### config.mk
export PLATFORM = sky130hd
export DESIGN_NAME = digit_crossfade_frame_driver_flat
export DESIGN_NICKNAME = d
export VERILOG_FILES = /design/src/sv/dcfd_pkg.sv /design/src/sv/dcfd_in_if.sv /design/src/sv/dcfd_out_if.sv /design/src/sv/dcfd_cell.sv /design/src/sv/digit_crossfade_frame_driver.sv /design/src/flat_wrapper.sv
export SDC_FILE = /design/constraint.sdc
export NUM_CORES = 1
export LEC_CHECK = 0
export BUFFER_PORTS_ARGS = -buffer_cell sky130_fd_sc_hd__buf_2
export CAP_MARGIN = 20
export CORE_AREA = 2 2 176 247
export CTS_BUF_LIST = sky130_fd_sc_hd__clkbuf_4
export DETAILED_ROUTE_END_ITERATION = 6
export DIE_AREA = 0 0 178 249
export MAX_ROUTING_LAYER = met4
export PLACE_DENSITY = 0.58
export SLEW_MARGIN = 20
export SYNTH_ARGS = -nofsm -noshare
export SYNTH_HDL_FRONTEND = slang
export SYNTH_HIERARCHICAL = 1
export SYNTH_SLANG_ARGS = --single-unit
### constraint.sdc
create_clock -name i_clk -period 4.42 [get_ports i_clk]
set_input_delay 0 -clock i_clk [delete_from_list [all_inputs] [get_ports i_clk]]
set_output_delay 0 -clock i_clk [all_outputs]
set_load 0.1 [all_outputs]
### src/sv/dcfd_pkg.sv
// ============================================================================
// dcfd_pkg: shared types and constants for the digit crossfade frame driver
// Digit codes, fade phases, register indexes, segment table and time helpers.
// ============================================================================
package dcfd_pkg;

    localparam int NDIG       = 6;
    localparam int IDX_W      = 3;
    localparam int SEG_W      = 8;
    localparam int LEVEL_W    = 4;
    localparam int DIM_W      = 8;
    localparam int CFG_IDX_W  = 1;
    localparam int CFG_DATA_W = 3;

    localparam logic [LEVEL_W-1:0] LEVEL_MAX = 4'd15;
    localparam logic [SEG_W-1:0]   SEG_MASK  = 8'hFE;
    localparam logic [SEG_W-1:0]   DOT_MASK  = 8'h01;
    localparam logic [IDX_W-1:0]   LAST_DIG  = 3'(NDIG - 1);

    // Word kinds
    localparam logic [1:0] KIND_TICK = 2'd0;
    localparam logic [1:0] KIND_TIME = 2'd1;
    localparam logic [1:0] KIND_RAW  = 2'd2;

    // Fade modes
    localparam logic [1:0] FADE_NONE  = 2'd0;
    localparam logic [1:0] FADE_BLEND = 2'd2;

    // Time formats
    localparam logic [1:0] FMT_24H    = 2'd0;
    localparam logic [1:0] FMT_12H_NZ = 2'd2;

    // Config register indexes
    localparam logic [CFG_IDX_W-1:0] REG_DIM_SHIFT = 1'd0;
    localparam logic [CFG_IDX_W-1:0] REG_FADE_MODE = 1'd1;

    typedef enum logic [1:0] {
        PH_NONE   = 2'd0,
        PH_OUT    = 2'd1,
        PH_SWITCH = 2'd2,
        PH_IN     = 2'd3
    } t_phase;

    // Control broadcast from the sequencer to every digit cell
    typedef struct packed {
        logic               tick;       // load byte, step fades
        logic               advance;    // fades step on this tick
        logic               blank;      // dimmer blanks this frame
        logic               shift;      // move bytes one cell toward digit 0
        logic               time_load;  // new time target
        logic [1:0]         fade_mode;
        logic [LEVEL_W-1:0] pwm_step;
    } t_cell_ctl;

    function automatic logic [SEG_W-1:0] seg_of(input logic [3:0] d);
        logic [SEG_W-1:0] s;
        case (d)
            4'd0:    s = 8'hFC;
            4'd1:    s = 8'h60;
            4'd2:    s = 8'hDA;
            4'd3:    s = 8'hF2;
            4'd4:    s = 8'h66;
            4'd5:    s = 8'hB6;
            4'd6:    s = 8'hBE;
            4'd7:    s = 8'hE0;
            4'd8:    s = 8'hFE;
            4'd9:    s = 8'hF6;
            default: s = 8'hFC;
        endcase
        return s;
    endfunction

    // Tens digit of a value below 64
    function automatic logic [3:0] tens_of(input logic [5:0] v);
        logic [3:0] t;
        if (v >= 6'd60)      t = 4'd6;
        else if (v >= 6'd50) t = 4'd5;
        else if (v >= 6'd40) t = 4'd4;
        else if (v >= 6'd30) t = 4'd3;
        else if (v >= 6'd20) t = 4'd2;
        else if (v >= 6'd10) t = 4'd1;
        else                 t = 4'd0;
        return t;
    endfunction

    function automatic logic [3:0] units_of(input logic [5:0] v);
        logic [6:0] tx10;
        logic [6:0] u;
        tx10 = 7'(tens_of(v)) * 7'd10;
        u    = {1'b0, v} - tx10;
        return u[3:0];
    endfunction

endpackage

### src/sv/dcfd_in_if.sv
// ============================================================================
// dcfd_in_if: input word channel
// Valid/ready channel carrying one tick, time or raw digit word.
// ============================================================================
interface dcfd_in_if;
    logic       valid;
    logic       ready;
    logic [1:0] kind;
    logic [4:0] hours;
    logic [5:0] minutes;
    logic [5:0] seconds;
    logic [5:0] dot_mask;
    logic [1:0] time_format;
    logic [2:0] digit_sel;
    logic [7:0] raw_pattern;

    modport source (
        output valid, kind, hours, minutes, seconds, dot_mask, time_format,
               digit_sel, raw_pattern,
        input  ready
    );
    modport sink (
        input  valid, kind, hours, minutes, seconds, dot_mask, time_format,
               digit_sel, raw_pattern,
        output ready
    );
endinterface

### src/sv/dcfd_out_if.sv
// ============================================================================
// dcfd_out_if: digit byte channel
// Valid/ready channel carrying one digit byte of a frame.
// ============================================================================
interface dcfd_out_if;
    logic       valid;
    logic       ready;
    logic [2:0] digit_index;
    logic [7:0] segments;
    logic       frame_end;

    modport source (
        output valid, digit_index, segments, frame_end,
        input  ready
    );
    modport sink (
        input  valid, digit_index, segments, frame_end,
        output ready
    );
endinterface

### src/sv/dcfd_cell.sv
// ============================================================================
// dcfd_cell: one digit cell
// Holds one digit's pattern and fade state, renders its byte on a tick and
// passes bytes toward digit 0 along the chain.
// ============================================================================
module dcfd_cell (
    input  logic                        i_clk,
    input  logic                        i_rst_n,
    input  dcfd_pkg::t_cell_ctl         i_ctl,
    input  logic                        i_raw_we,
    input  logic [dcfd_pkg::SEG_W-1:0]  i_raw,
    input  logic [dcfd_pkg::SEG_W-1:0]  i_target,
    input  logic [dcfd_pkg::SEG_W-1:0]  i_byte_next,
    output logic [dcfd_pkg::SEG_W-1:0]  o_byte
);
    import dcfd_pkg::*;

    logic [SEG_W-1:0]   r_shown, n_shown;
    t_phase             r_phase, n_phase;
    logic [LEVEL_W-1:0] r_level, n_level;
    logic [SEG_W-1:0]   r_out,   n_out;
    logic [SEG_W-1:0]   r_in,    n_in;
    logic [SEG_W-1:0]   r_byte,  n_byte;

    t_phase             ph_a;
    logic [LEVEL_W-1:0] lv_a;
    logic [SEG_W-1:0]   dark;
    logic [SEG_W-1:0]   fade_src;
    logic [SEG_W-1:0]   rendered;

    // Fade step, applied only on the first PWM phase
    always_comb begin
        ph_a = r_phase;
        lv_a = r_level;
        if (i_ctl.advance) begin
            case (r_phase)
                PH_OUT: begin
                    lv_a = (r_level != '0) ? r_level - 1'b1 : '0;
                    if (r_level == '0) ph_a = PH_SWITCH;
                end
                PH_SWITCH: begin
                    ph_a = PH_IN;
                    lv_a = '0;
                end
                PH_IN: begin
                    lv_a = (r_level != LEVEL_MAX) ? r_level + 1'b1 : LEVEL_MAX;
                    if (r_level == LEVEL_MAX) ph_a = PH_NONE;
                end
                default: ;
            endcase
        end
    end

    // Byte shown this frame
    always_comb begin
        dark     = (i_ctl.fade_mode == FADE_BLEND) ? (r_in & r_out)
                                                   : (r_shown & DOT_MASK);
        fade_src = (ph_a == PH_OUT) ? r_out : r_in;
        case (ph_a)
            PH_OUT, PH_IN: begin
                rendered = (i_ctl.pwm_step < lv_a)
                         ? ((fade_src & SEG_MASK) | (r_shown & DOT_MASK)) : dark;
            end
            PH_SWITCH: rendered = dark;
            default:   rendered = r_shown;
        endcase
    end

    always_comb begin
        n_shown = r_shown;
        n_phase = r_phase;
        n_level = r_level;
        n_out   = r_out;
        n_in    = r_in;
        n_byte  = r_byte;
        if (i_ctl.tick) begin
            n_phase = ph_a;
            n_level = lv_a;
            n_byte  = i_ctl.blank ? '0 : rendered;
        end else if (i_ctl.shift) begin
            n_byte  = i_byte_next;
        end
        if (i_ctl.time_load) begin
            if ((r_shown & SEG_MASK) != (i_target & SEG_MASK)) begin
                if (i_ctl.fade_mode == FADE_NONE) begin
                    n_phase = PH_NONE;
                end else begin
                    n_phase = PH_OUT;
                    n_out   = r_shown;
                    n_in    = i_target;
                    n_level = LEVEL_MAX;
                end
            end else begin
                n_in = i_target;
            end
            n_shown = i_target;
        end
        if (i_raw_we) n_shown = i_raw;
    end

    always_ff @(posedge i_clk) begin
        if (!i_rst_n) begin
            r_shown <= '0;
            r_phase <= PH_NONE;
            r_level <= '0;
            r_out   <= '0;
            r_in    <= '0;
        end else begin
            r_shown <= n_shown;
            r_phase <= n_phase;
            r_level <= n_level;
            r_out   <= n_out;
            r_in    <= n_in;
        end
    end

    always_ff @(posedge i_clk) begin
        r_byte <= n_byte;
    end

    assign o_byte = r_byte;

endmodule

### src/sv/digit_crossfade_frame_driver.sv
// A tick word puts digit 0 on the output in the cycle after it is taken;
// the six bytes then leave one per cycle while the sink is ready, from the
// head of the cell chain. No new word is taken until the last byte is taken.
// Time and raw words give no bytes.
// Reset (synchronous, active low) clears the digit, fade, PWM and dimmer state
// and the config registers, but not the cell output bytes; no clearing pass is needed.
// ============================================================================
// digit_crossfade_frame_driver: six-digit seven-segment crossfade driver
// Six digit cells in a row hold the display state; a frame tick renders all
// six bytes at once and shifts them out toward digit 0, one per cycle while the sink is ready.
// ============================================================================
module digit_crossfade_frame_driver (
    input  logic                              i_clk,
    input  logic                              i_rst_n,
    input  logic                              i_cfg_we,
    input  logic [dcfd_pkg::CFG_IDX_W-1:0]    i_cfg_idx,
    input  logic [dcfd_pkg::CFG_DATA_W-1:0]   i_cfg_data,
    dcfd_in_if.sink                           i_in,
    dcfd_out_if.source                        o_out
);
    import dcfd_pkg::*;

    // Config registers
    logic [2:0]         r_dim_shift;
    logic [1:0]         r_fade_mode;

    // Frame timing: PWM phase and dimmer counter
    logic [LEVEL_W-1:0] r_pwm_step, n_pwm_step;
    logic [DIM_W-1:0]   r_dim_count, n_dim_count;
    logic [DIM_W-1:0]   dim_inc;

    // Shift-out sequencer: busy while a frame's bytes are leaving
    logic               r_busy, n_busy;
    logic [IDX_W-1:0]   r_idx, n_idx;

    logic               in_take;
    logic               out_take;
    logic               is_tick;
    logic               is_time;
    logic               is_raw;
    t_cell_ctl          ctl;

    // Time decode
    logic [4:0]         hr;
    logic [SEG_W-1:0]   target [NDIG];
    logic [SEG_W-1:0]   chain  [NDIG+1];

    assign i_in.ready = !r_busy;
    assign in_take    = i_in.valid && i_in.ready;
    assign out_take   = o_out.valid && o_out.ready;
    assign is_tick    = in_take && (i_in.kind == KIND_TICK);
    assign is_time    = in_take && (i_in.kind == KIND_TIME);
    assign is_raw     = in_take && (i_in.kind == KIND_RAW);

    // Twelve-hour fold works on the raw 5-bit hours
    always_comb begin
        hr = i_in.hours;
        if (i_in.time_format != FMT_24H) begin
            if (i_in.hours > 5'd12)       hr = i_in.hours - 5'd12;
            else if (i_in.hours == 5'd0)  hr = 5'd12;
        end
    end

    always_comb begin
        target[0] = seg_of(units_of(i_in.seconds));
        target[1] = seg_of(tens_of(i_in.seconds));
        target[2] = seg_of(units_of(i_in.minutes));
        target[3] = seg_of(tens_of(i_in.minutes));
        target[4] = seg_of(units_of({1'b0, hr}));
        target[5] = seg_of(tens_of({1'b0, hr}));
        for (int k = 0; k < NDIG; k++) begin
            target[k] = target[k] | {7'd0, i_in.dot_mask[k]};
        end
        // Leading hour zero dropped for hours 13 to 21 in FMT_12H_NZ, dot kept
        if (i_in.time_format == FMT_12H_NZ && i_in.hours > 5'd12 && i_in.hours < 5'd22)
            target[5] = target[5] & DOT_MASK;
    end

    always_comb begin
        ctl.tick      = is_tick;
        ctl.advance   = (r_pwm_step == '0);
        ctl.blank     = (r_dim_count != '0);
        ctl.shift     = out_take;
        ctl.time_load = is_time;
        ctl.fade_mode = r_fade_mode;
        ctl.pwm_step  = r_pwm_step;
    end

    assign chain[NDIG] = '0;

    for (genvar g = 0; g < NDIG; g++) begin : g_cell
        dcfd_cell u_cell (
            .i_clk       (i_clk),
            .i_rst_n     (i_rst_n),
            .i_ctl       (ctl),
            .i_raw_we    (is_raw && (i_in.digit_sel == IDX_W'(g))),
            .i_raw       (i_in.raw_pattern),
            .i_target    (target[g]),
            .i_byte_next (chain[g+1]),
            .o_byte      (chain[g])
        );
    end

    // PWM and dimmer advance after each tick; a dim-shift write clears the dimmer
    always_comb begin
        n_pwm_step  = r_pwm_step;
        n_dim_count = r_dim_count;
        dim_inc     = r_dim_count + 1'b1;
        if (is_tick) begin
            n_pwm_step  = r_pwm_step + 1'b1;
            n_dim_count = (dim_inc == (DIM_W'(1) << r_dim_shift)) ? '0 : dim_inc;
        end
        if (i_cfg_we && i_cfg_idx == REG_DIM_SHIFT) n_dim_count = '0;
    end

    always_comb begin
        n_busy = r_busy;
        n_idx  = r_idx;
        if (is_tick) begin
            n_busy = 1'b1;
            n_idx  = '0;
        end else if (out_take) begin
            if (r_idx == LAST_DIG) n_busy = 1'b0;
            else                   n_idx  = r_idx + 1'b1;
        end
    end

    always_ff @(posedge i_clk) begin
        if (!i_rst_n) begin
            r_dim_shift <= '0;
            r_fade_mode <= '0;
            r_pwm_step  <= '0;
            r_dim_count <= '0;
            r_busy      <= 1'b0;
            r_idx       <= '0;
        end else begin
            if (i_cfg_we) begin
                unique case (i_cfg_idx)
                    REG_DIM_SHIFT: r_dim_shift <= i_cfg_data;
                    REG_FADE_MODE: r_fade_mode <= i_cfg_data[1:0];
                endcase
            end
            r_pwm_step  <= n_pwm_step;
            r_dim_count <= n_dim_count;
            r_busy      <= n_busy;
            r_idx       <= n_idx;
        end
    end

    assign o_out.valid       = r_busy;
    assign o_out.digit_index = r_idx;
    assign o_out.segments    = chain[0];
    assign o_out.frame_end   = (r_idx == LAST_DIG);

`ifndef NO_ASSERTIONS
    // No new word is taken while a frame is being shifted out
    a_busy_blocks_input: assert property (@(posedge i_clk) disable iff (!i_rst_n)
        o_out.valid |-> !i_in.ready)
        else $error("input ready while frame bytes pending");

    // A tick starts a frame at digit 0
    a_tick_starts_frame: assert property (@(posedge i_clk) disable iff (!i_rst_n)
        (i_in.valid && i_in.ready && i_in.kind == KIND_TICK)
        |=> (o_out.valid && o_out.digit_index == '0))
        else $error("tick did not start a frame at digit 0");

    // Frame ends after its last byte is taken
    a_frame_closes: assert property (@(posedge i_clk) disable iff (!i_rst_n)
        (o_out.valid && o_out.ready && o_out.frame_end) |=> !o_out.valid)
        else $error("bytes continue past frame end");

    // Non-final bytes advance the digit index by one
    a_index_steps: assert property (@(posedge i_clk) disable iff (!i_rst_n)
        (o_out.valid && o_out.ready && !o_out.frame_end)
        |=> (o_out.valid && o_out.digit_index == $past(o_out.digit_index) + 3'd1))
        else $error("digit index skipped");
`endif

endmodule
### src/flat_wrapper.sv
// flat-port wrapper written by rule: the top's interface ports become plain ports
module digit_crossfade_frame_driver_flat import dcfd_pkg::*;
  (i_clk, i_rst_n, i_cfg_we, i_cfg_idx, i_cfg_data, i_in_valid, i_in_kind, i_in_hours, i_in_minutes, i_in_seconds, i_in_dot_mask, i_in_time_format, i_in_digit_sel, i_in_raw_pattern, i_in_ready, o_out_valid, o_out_digit_index, o_out_segments, o_out_frame_end, o_out_ready);
  dcfd_in_if i_in_i ();
  dcfd_out_if o_out_i ();
  input  logic i_clk;
  input  logic i_rst_n;
  input  logic i_cfg_we;
  input  logic [dcfd_pkg::CFG_IDX_W-1:0] i_cfg_idx;
  input  logic [dcfd_pkg::CFG_DATA_W-1:0] i_cfg_data;
  input wire logic [$bits(i_in_i.valid)-1:0] i_in_valid;
  input wire logic [$bits(i_in_i.kind)-1:0] i_in_kind;
  input wire logic [$bits(i_in_i.hours)-1:0] i_in_hours;
  input wire logic [$bits(i_in_i.minutes)-1:0] i_in_minutes;
  input wire logic [$bits(i_in_i.seconds)-1:0] i_in_seconds;
  input wire logic [$bits(i_in_i.dot_mask)-1:0] i_in_dot_mask;
  input wire logic [$bits(i_in_i.time_format)-1:0] i_in_time_format;
  input wire logic [$bits(i_in_i.digit_sel)-1:0] i_in_digit_sel;
  input wire logic [$bits(i_in_i.raw_pattern)-1:0] i_in_raw_pattern;
  output wire logic [$bits(i_in_i.ready)-1:0] i_in_ready;
  output wire logic [$bits(o_out_i.valid)-1:0] o_out_valid;
  output wire logic [$bits(o_out_i.digit_index)-1:0] o_out_digit_index;
  output wire logic [$bits(o_out_i.segments)-1:0] o_out_segments;
  output wire logic [$bits(o_out_i.frame_end)-1:0] o_out_frame_end;
  input wire logic [$bits(o_out_i.ready)-1:0] o_out_ready;
  assign i_in_i.valid = i_in_valid;
  assign i_in_i.kind = i_in_kind;
  assign i_in_i.hours = i_in_hours;
  assign i_in_i.minutes = i_in_minutes;
  assign i_in_i.seconds = i_in_seconds;
  assign i_in_i.dot_mask = i_in_dot_mask;
  assign i_in_i.time_format = i_in_time_format;
  assign i_in_i.digit_sel = i_in_digit_sel;
  assign i_in_i.raw_pattern = i_in_raw_pattern;
  assign i_in_ready = i_in_i.ready;
  assign o_out_valid = o_out_i.valid;
  assign o_out_digit_index = o_out_i.digit_index;
  assign o_out_segments = o_out_i.segments;
  assign o_out_frame_end = o_out_i.frame_end;
  assign o_out_i.ready = o_out_ready;
  digit_crossfade_frame_driver u_core (.i_clk(i_clk), .i_rst_n(i_rst_n), .i_cfg_we(i_cfg_we), .i_cfg_idx(i_cfg_idx), .i_cfg_data(i_cfg_data), .i_in(i_in_i), .o_out(o_out_i));
endmodule
== Word level (Yosys, flattened, before mapping) ==
Memories as Yosys holds them, arrays and structs flattened.
Cells that the tools add are included.
Storage, ports and cells
  bits in registers: 249
  memory bits (read-only): 672
  input bits: 47
  output and inout bits: 14
  word-level logic and storage cells: 439
  memories kept: 6
Operators by class
  add/sub/neg operators: 19
  $mul: 3
  order comparisons: 26
  equal/unequal tests: 71
  shifts and indexed selects: 1
  mux-type cells: 183
  bitwise operators: 22
  reduce and logical (&&, ||, !) cells: 66
Memories
  (name not given): depth 16, width 7, rd ports 1, clocked after memory_dff 0, write ports 0, RTL line dcfd_pkg.sv:57  | case (d)
  (name not given): depth 16, width 7, rd ports 1, clocked after memory_dff 0, write ports 0, RTL line dcfd_pkg.sv:57
  (name not given): depth 16, width 7, rd ports 1, clocked after memory_dff 0, write ports 0, RTL line dcfd_pkg.sv:57
  (name not given): depth 16, width 7, rd ports 1, clocked after memory_dff 0, write ports 0, RTL line dcfd_pkg.sv:57
  (name not given): depth 16, width 7, rd ports 1, clocked after memory_dff 0, write ports 0, RTL line dcfd_pkg.sv:57
  (name not given): depth 16, width 7, rd ports 1, clocked after memory_dff 0, write ports 0, RTL line dcfd_pkg.sv:57
Operators by type and width (count)
  $mux W8: 62
  $mux W4: 57
  $or A8 B1 Y8: 12
  $pmux W8 S2: 6
  $mux W2: 36
  $pmux W4 S3: 6
  $eq A2 B2 Y1 const B: 27
  $and A8 B8 Y8: 6
  $ne A7 B7 Y1: 6
  $ge A6 B6 Y1 const B: 6
  $pmux W2 S3: 6
  $add A4 B1 Y4 const B: 7
  $logic_not A4 Y1: 7
  $eq A2 B1 Y1 const B: 13
  $eq A4 B4 Y1 const B: 6
  $ge A6 B5 Y1 const B: 4
  $lt A4 B4 Y1: 6
  $ne A4 B4 Y1 const B: 6
  $reduce_bool A4 Y1: 6
  $sub A4 B1 Y4 const B: 6
  $reduce_and A2 Y1: 10
  $ge A5 B6 Y1 const B: 3
  $reduce_and A3 Y1: 6
  $reduce_bool A2 Y1: 9
  other kinds (26): 72

== Logic depth before layout (Yosys ltp) ==
Gate-level depths: netlist of the first run.
An unclocked memory read counts as a cell.
  depth after elaboration: 18
  depth in mapped cells: 21
  depth with buffers taken out: 19

== Hierarchy ==
Netlist of the first run, hierarchy kept.
By module, submodules not included
  dcfd_cell (u_core.g_cell[0].u_cell ...): instances 5, cells each 294, area each 2516.2 sq um
  digit_crossfade_frame_driver: instances 1, cells each 384, area each 2891.5 sq um
  dcfd_cell (u_core.g_cell[3].u_cell): instances 1, cells each 267, area each 2367.3 sq um

== Least setup slack after synthesis of the first run ==
Ideal clock, no wire load.
  kind: register -> register
  start point: register u_core.r_pwm_step[0]
  end point: register u_core.g_cell[3].u_cell.r_byte[3] (data pin)
  setup time: 0.261 ns
  arrival: 3.841 ns
  required time: 4.159 ns
  slack: 0.318 ns
  stages on the path, launching flop included: 13
  path buffers: 0
  cell sequence: dfxtp_1 > inv_1 > ha_1 > nor3b_1 > nand2_1 > a211oi_1 > a21oi_1 > ha_1 > a2111oi_2 > o211ai_4 > and2_4 > mux2i_1 > a221o_1
RTL lines
  start, declared: RTL line digit_crossfade_frame_driver.sv:28  | logic [LEVEL_W-1:0] r_pwm_step, n_pwm_step;
  start signal, assigned: RTL line digit_crossfade_frame_driver.sv:143  | r_pwm_step <= n_pwm_step;
  end signal, assigned: RTL line dcfd_cell.sv:118  | r_byte <= n_byte;
  end, declared: RTL line dcfd_cell.sv:23  | logic [SEG_W-1:0] r_byte, n_byte;

==> results of run 1 <==
[worst register-to-register path, delay by kind of cell (launching register included)]
kind,cells,cell delay (ns)
compound gates,7,1.93
simple gates,2,0.68
fa+ha+maj,2,0.50
flops,1,0.31
buf+inv,1,0.08
[worst min path at each step]
stage,slack (ns),cells after the start,to
final,0.08,5,u_core/g_cell[5].u_cell/r_in[1]
after detailed placement,0.27,3,u_core/r_dim_shift[2]
after global routing,0.09,5,u_core/g_cell[5].u_cell/r_in[3]
after CTS,0.004,5,u_core/g_cell[5].u_cell/r_in[1]
after floorplan,0.12,1,u_core/g_cell[0].u_cell/r_level[3]
after global placement,0.25,3,u_core/g_cell[3].u_cell/r_in[0]
[cell usage after synthesis, types with 23 or more instances]
master / instances / area [um2]
a22oi_1: 51 / 383
dfxtp_1: 201 / 4020
a21oi_1: 153 / 766
nor2b_1: 25 / 156
edfxtp_1: 48 / 1440
buf_2: 27 / 135
o21a_1: 29 / 218
nand3_1: 123 / 616
nor2_1: 257 / 965
nand2b_1: 24 / 150
and3_1: 56 / 350
a21boi_0: 23 / 173
nand2_1: 113 / 424
ha_1: 77 / 963
o21ai_0: 109 / 546
nor3_1: 49 / 245
xnor2_1: 51 / 447
inv_1: 78 / 293
mux2i_1: 142 / 1420
clkbuf_1: 56 / 210
o211ai_1: 24 / 180
a211oi_1: 28 / 210
[registers in the layout, summed over array words and instances, names as in the netlist, 4 cells and up]
| name | flops |
|---|---|
| u_core/g_cell.u_cell/r_level | 24 |
| u_core/g_cell.u_cell/o_byte | 48 |
| u_core/g_cell.u_cell/r_shown | 48 |
| u_core/g_cell.u_cell/r_phase | 12 |
| u_core/r_dim_count | 8 |
| u_core/r_pwm_step | 4 |
| u_core/g_cell.u_cell/r_in | 48 |
| u_core/g_cell.u_cell/r_out | 48 |
[stage by stage]
step	util	area, um2	hold WS (ns)	worst slack, ns	instances
final	0.476	20000	0.0784	0.343	2831
after global routing	0.476	20000	0.0940	0.0274	2831
after CTS	0.475	20000	0.00435	0.429	2828
after detailed placement	0.441	18500	0.269	0.159	2649
after global placement	0.441	18500	0.255	0.277	2649
after floorplan	-	17900	0.117	0.318	2128
[where the power goes]
part | total, mW | internal [mW] | leakage [nW] | switching (mW)
registers | 2.50 | 2.39 | 2.07 | 0.104
logic | 1.24 | 0.484 | 5.41 | 0.760
clock network | 2.03 | 1.07 | 0.506 | 0.969
total | 5.78 | 3.94 | 7.99 | 1.83
[per-layer routing]
layer,up-vias,part of all wire,global-route usage
li1,8078,-,-
met1,7874,0.41,0.284
met2,500,0.50,0.418
met3,150,0.042,0.0295
met4,0,0.053,0.137
met5,-,0,-
[layout make-up]
| type | instances | share of cell area |
|---|---|---|
| Antenna cell | 3 | 0.000376 |
| Clock buffer | 104 | 0.0391 |
| Clock inverter | 13 | 0.00263 |
| Inverter | 85 | 0.0160 |
| Multi-Input combinational cell | 1678 | 0.575 |
| Sequential cell | 249 | 0.274 |
| Tap cell | 546 | 0.0342 |
| Timing Repair Buffer | 153 | 0.0590 |
[cells by family after synthesis]
family | count (synthesis) | share of synthesized area
AOI/OAI and AO/OA | 598 | 0.242
xor gates and xnor gates | 63 | 0.0324
adders and majority gates | 81 | 0.0581
buffers and inverters | 201 | 0.0537
DFF | 249 | 0.306
muxes | 148 | 0.0835
other | 1 | 0.000210
and+or+nand+nor | 780 | 0.223
[repair_timing]
| action | 4_1_cts | 5_1_grt |
|---|---|---|
| endpoints found under the hold margin | 139 | 0 |
| resized for setup | 0 | 0 |
| hold buffers | 62 | 0 |
[layout by cell type, fill, tap and decap left out, types with 14 or more instances in the layout]
| cell type | n |
|---|---|
| nor2_1 | 256 |
| dfxtp_1 | 201 |
| a21oi_1 | 153 |
| mux2i_1 | 142 |
| nand3_1 | 123 |
| nand2_1 | 113 |
| o21ai_0 | 109 |
| clkbuf_4 | 104 |
| inv_1 | 78 |
| ha_1 | 77 |
| dlygate4sd3_1 | 62 |
| buf_2 | 60 |
| and3_1 | 56 |
| xnor2_1 | 51 |
| a22oi_1 | 51 |
| nor3_1 | 49 |
| edfxtp_1 | 48 |
| o21a_1 | 29 |
| buf_4 | 29 |
| a211oi_1 | 28 |
| nor2b_1 | 25 |
| nand2b_1 | 24 |
| o211ai_1 | 24 |
| a21boi_0 | 23 |
| a32oi_1 | 20 |
| o2111ai_1 | 20 |
| nor4_1 | 18 |
| o21ai_1 | 18 |
| and2_1 | 18 |
| o221ai_1 | 16 |
| nand4_1 | 14 |
==> results.yml, run 1 <==
outcome:
  outcome: "completed"
placed_design:
  dp_hpwl_mm: 38.4
  port_buffers: 60
  gp_congestion: 0.931
power_and_ir_drop:
  leakage_nw: 7.99
  power_mw: 5.78
  irDropWorstVdd_mv: 0.187
  power.density_nw_per_um2: 289
sta:
  layout_worst_path_cycle_share: 0.922
  hold_viol: 0
  period_needed_ns: 4.08
  fin_tns_setup_ns: 0
  drv_slew: 0
  rsz0062_at_grt: "false"
  tightest_slew_ns: 1.06
  setup_viol: 0
  fmax_mhz: 245
  max-slew-margin-rel: 0.296
  skew_ns: 0.0419
synth:
  syn_inst: 2121
  synth-seq-area-share: 0.306
  async_reset_ff_frac: 0
  yosysWarningCount: 6
  synth-seq-cells: 249
  synthDistinctLibCells: 103
  synth.avg_cell_area_um2: 8.41
  syn_area_um2: 17800
  ys.flop_type: "dfxtp_1"
  synth_edf_count: 48
worst_setup_path:
  critPathMaxFanout: 9
  path_buf_inv: 4
  critical_path.max_stage_delay_ns: 0.57
  r2r-start: "u_core/r_pwm_step[0]"
  cp.depth: 20
  worstPathCellList: "dlygate4sd3_1, buf_2, o211ai_2, nor2b_4, o22a_4, o21ai_0, o21ai_1, a22o_1, ha_1, fa_1, xnor2_4, mux2_1, a31oi_1, xnor2_1, nand3_1, o21ai_1, buf_4, nand3_1, dlygate4sd3_1, a21oi_1"
  endpoint_kind: "flip-flop"
  crit_start: "i_in_hours[0]"
  reg2reg_to: "u_core/g_cell[3].u_cell/o_byte[4]"
  cp_data_required_time_ns: 5.09
  crit_type: "in2reg"
  cp-endpoint: "u_core/g_cell[4].u_cell/r_in[0]"
  cp_top_family: "compound AO/OA/AOI/OAI gates"
  startpoint_type: "primary input"
  arrival_ns: 4.74
  rrSetupSlack_ns: 0.71
  r2r_cells: 12
  cp_slowest_cell: "dlygate4sd3_1"
cts:
  numCtsBuffers: 69
  clock_sinks: 249
  path_clk_slew_ns: 0.06
  cts_buffer_depth: 3
  cts_setup_buffers: 0
  cts_tree: "done"
  cts-htree-levels: 3
  clock_latency_ns: 0.75
  clock-root-buffer: "clkbuf_4"
floorplanning:
  start_util: 0.425
  boundaryPins: 61
  row_count: 89
  die_w_um: 178
  die_area_um2: 44300
  core_area_um2: 42000
  die_h_um: 249
min_path:
  hold_path_startpoint: "i_in_time_format[0]"
  hold_class: "in2reg"
layout:
  multi_input_area_um2: 11500
  drive_above_1_share: 0.134
  regArea_um2: 5470
  finalNetCount: 2363
  n_fill_cell: 4173
  area_growth_pct: 11.9
run:
  drv_cap: 0
drt:
  vias: 16602
  first_pass_iters: 6
  vias_per_cell: 5.86
  drtAntennaViolNets: 0
  wirelength_mm: 53.9
  drtIter0Drc: 1566
  wl_per_cell_um: 19.0
  drc: 0
global_route:
  antenna_found_initial: 4
  grt_max_degree: 79
  grt_overflow: 0
  grt_pass1_wl_mm: 85.1
  grt_pass1_vias: 15959
  grt_use_total: 0.248
Power figures use the tool's default switching activity.
==> inputs of run 2 (changes only) <==
--- a/config.mk
+++ b/config.mk
@@ -13,8 +13,10 @@
 export DIE_AREA = 0 0 178 249
 export MAX_ROUTING_LAYER = met4
 export PLACE_DENSITY = 0.58
+export RECOVER_POWER = 25
 export SLEW_MARGIN = 20
 export SYNTH_ARGS = -nofsm -noshare
 export SYNTH_HDL_FRONTEND = slang
 export SYNTH_HIERARCHICAL = 1
 export SYNTH_SLANG_ARGS = --single-unit
+export TNS_END_PERCENT = 100
==> results.yml, run 2 (synthesis gave the netlist of run 1 again) <==
floorplanning:
  die_h_um: 249
  die_w_um: 178
  row_count: 89
  die_area_um2: 44300
  boundaryPins: 61
  core_area_um2: 42000
  start_util: 0.425
cts:
  numCtsBuffers: 69
  cts_tree: "done"
  cts-htree-levels: 3
  path_clk_slew_ns: 0.06
  cts_buffer_depth: 3
  clock-root-buffer: "clkbuf_4"
  clock_sinks: 249
  clock_latency_ns: 0.75
worst_setup_path:
  critPathMaxFanout: 9
  cp_data_required_time_ns: 5.09
  critical_path.max_stage_delay_ns: 0.57
  arrival_ns: 4.74
  r2r-start: "u_core/o_out.valid"
  crit_type: "in2reg"
  cp_top_family: "compound AO/OA/AOI/OAI gates"
  cp_slowest_cell: "dlygate4sd3_1"
  path_buf_inv: 4
  startpoint_type: "primary input"
  worstPathCellList: "dlygate4sd3_1, buf_2, o211ai_2, nor2b_4, o22a_4, o21ai_0, o21ai_1, a22o_1, ha_1, fa_1, xnor2_4, mux2_1, a31oi_1, xnor2_1, nand3_1, o21ai_1, buf_4, nand3_1, dlygate4sd3_1, a21oi_1"
  crit_start: "i_in_hours[0]"
  endpoint_kind: "flip-flop"
layout:
  final_cell_mix: "nor2_1 (256), dfxtp_1 (201), a21oi_1 (153)"
  fin_cells: 2831
  finish.utilization: 0.475
  layout_commonest_cell: "nor2_1"
  area_growth_pct: 11.7
  finalNetCount: 2363
  drive_above_1_share: 0.124
sta:
  tightest_slew_ns: 1.78
  max-slew-margin-rel: -0.189
  hold_viol: 0
  setup_viol: 0
  fin_tns_setup_ns: 0
  fmax_mhz: 245
  skew_ns: 0.0413
  fin_ws_ns: 0.344
  layout_worst_path_cycle_share: 0.922
  period_needed_ns: 4.08
  drv_slew: 79
  rsz0062_at_grt: "false"
placed_design:
  dpl.cell_count: 2649
  gp_congestion: 0.931
  port_buffers: 60
  dp_slack_ns: 0.159
  dp_hpwl_mm: 38.4
drt:
  wirelength_mm: 53.9
  first_pass_iters: 5
  vias: 16624
  drc: 0
  drtIter0Drc: 1525
  vias_per_cell: 5.87
  wl_per_cell_um: 19.0
  drtAntennaViolNets: 0
global_route:
  grt_pass1_vias: 15959
  grt_max_degree: 79
  antenna_found_initial: 4
  gr-usage-met2: 0.418
  grt_overflow: 0
  grt_use_total: 0.248
  grt_pass1_wl_mm: 85.1
  met1_usage: 0.284
  top_usage_layer: "met2"
  use_met3: 0.0295
outcome:
  violations: "capacitance limit, slew limit"
  outcome: "complete, but fails checks"
power_and_ir_drop:
  power.density_nw_per_um2: 290
  irDropWorstVdd_mv: 0.187
  leakage_nw: 7.91
min_path:
  hold_path_startpoint: "i_in_time_format[0]"
  hold_class: "in2reg"
run:
  drv_cap: 1
## run 2: changes by cell type in the layout (fill, tap and decap cells not counted)
cell and delta:
and2_0 +2, and2_1 -2, nor4b_1 +1, buf_12 -1, o21ai_1 -1, or2_0 +6, or2_2 -6, o21ai_0 +1
clkbuf_1 +15, nor4b_2 -1, buf_2 -15, clkbuf_2 +1
## run 2: final cells by class
cell class | count | area, um2
Fill cell | 4181 | 22100
Multi-Input combinational cell | 1678 | 11500
Sequential cell | 249 | 5470
Timing Repair Buffer | 153 | 1140
Clock buffer | 104 | 781
Tap cell | 546 | 683
Inverter | 85 | 319
Clock inverter | 13 | 52.6
Antenna cell | 3 | 7.51
## run 2: repair_timing
item / in CTS / in global routing
endpoints found under the setup margin: 0 / 0
endpoints found under the hold margin: 139 / 0
gates resized for setup: 0 / 0
hold buffers: 62 / 0
setup buffers: 0 / 0
## run 2: per-stage QoR
step | instance area, um2 | power, mW | hold slack [ns]
floorplan | 17900 | 3.42 | 0.117
detailed placement | 18500 | 3.74 | 0.269
CTS | 20000 | 5.84 | 0.00435
global placement | 18500 | 3.71 | 0.255
finish | 19900 | 5.77 | 0.0759
global route | 19900 | 6.12 | 0.0940
## run 2: final timing paths
path	endpoint	slack (ns)	cells past startpoint
worst max-delay path	u_core/g_cell[4].u_cell/r_in[0]	0.34	20
worst min-delay path	u_core/g_cell[5].u_cell/r_in[1]	0.08	5
worst max register to register	u_core/g_cell[1].u_cell/o_byte[7]	0.46	6
worst min register to register	u_core/g_cell[0].u_cell/r_in[0]	0.48	2
## run 2: metal layers
metal / vias up / wire length, um
li1: 8080 / -
met1: 7883 / 22000
met2: 508 / 26700
met3: 153 / 2340
met4: 0 / 2840
met5: - / 0
## run 2: worst register-to-register path, stage by stage (launching register included)
cell and delay (ns):
dfxtp_1 0.44, nor4b_1 0.36, clkbuf_2 1.34, nand2b_1 0.58
nor3_1 0.57, a22oi_1 0.13, o211ai_1 0.31
## run 2: where the power goes
group	internal, mW	leakage [nW]	switching (mW)	total, mW
Sequential	2.39	2.07	0.104	2.50
Clock	1.07	0.506	0.971	2.04
Combinational	0.481	5.33	0.759	1.24
Total	3.94	7.91	1.83	5.77
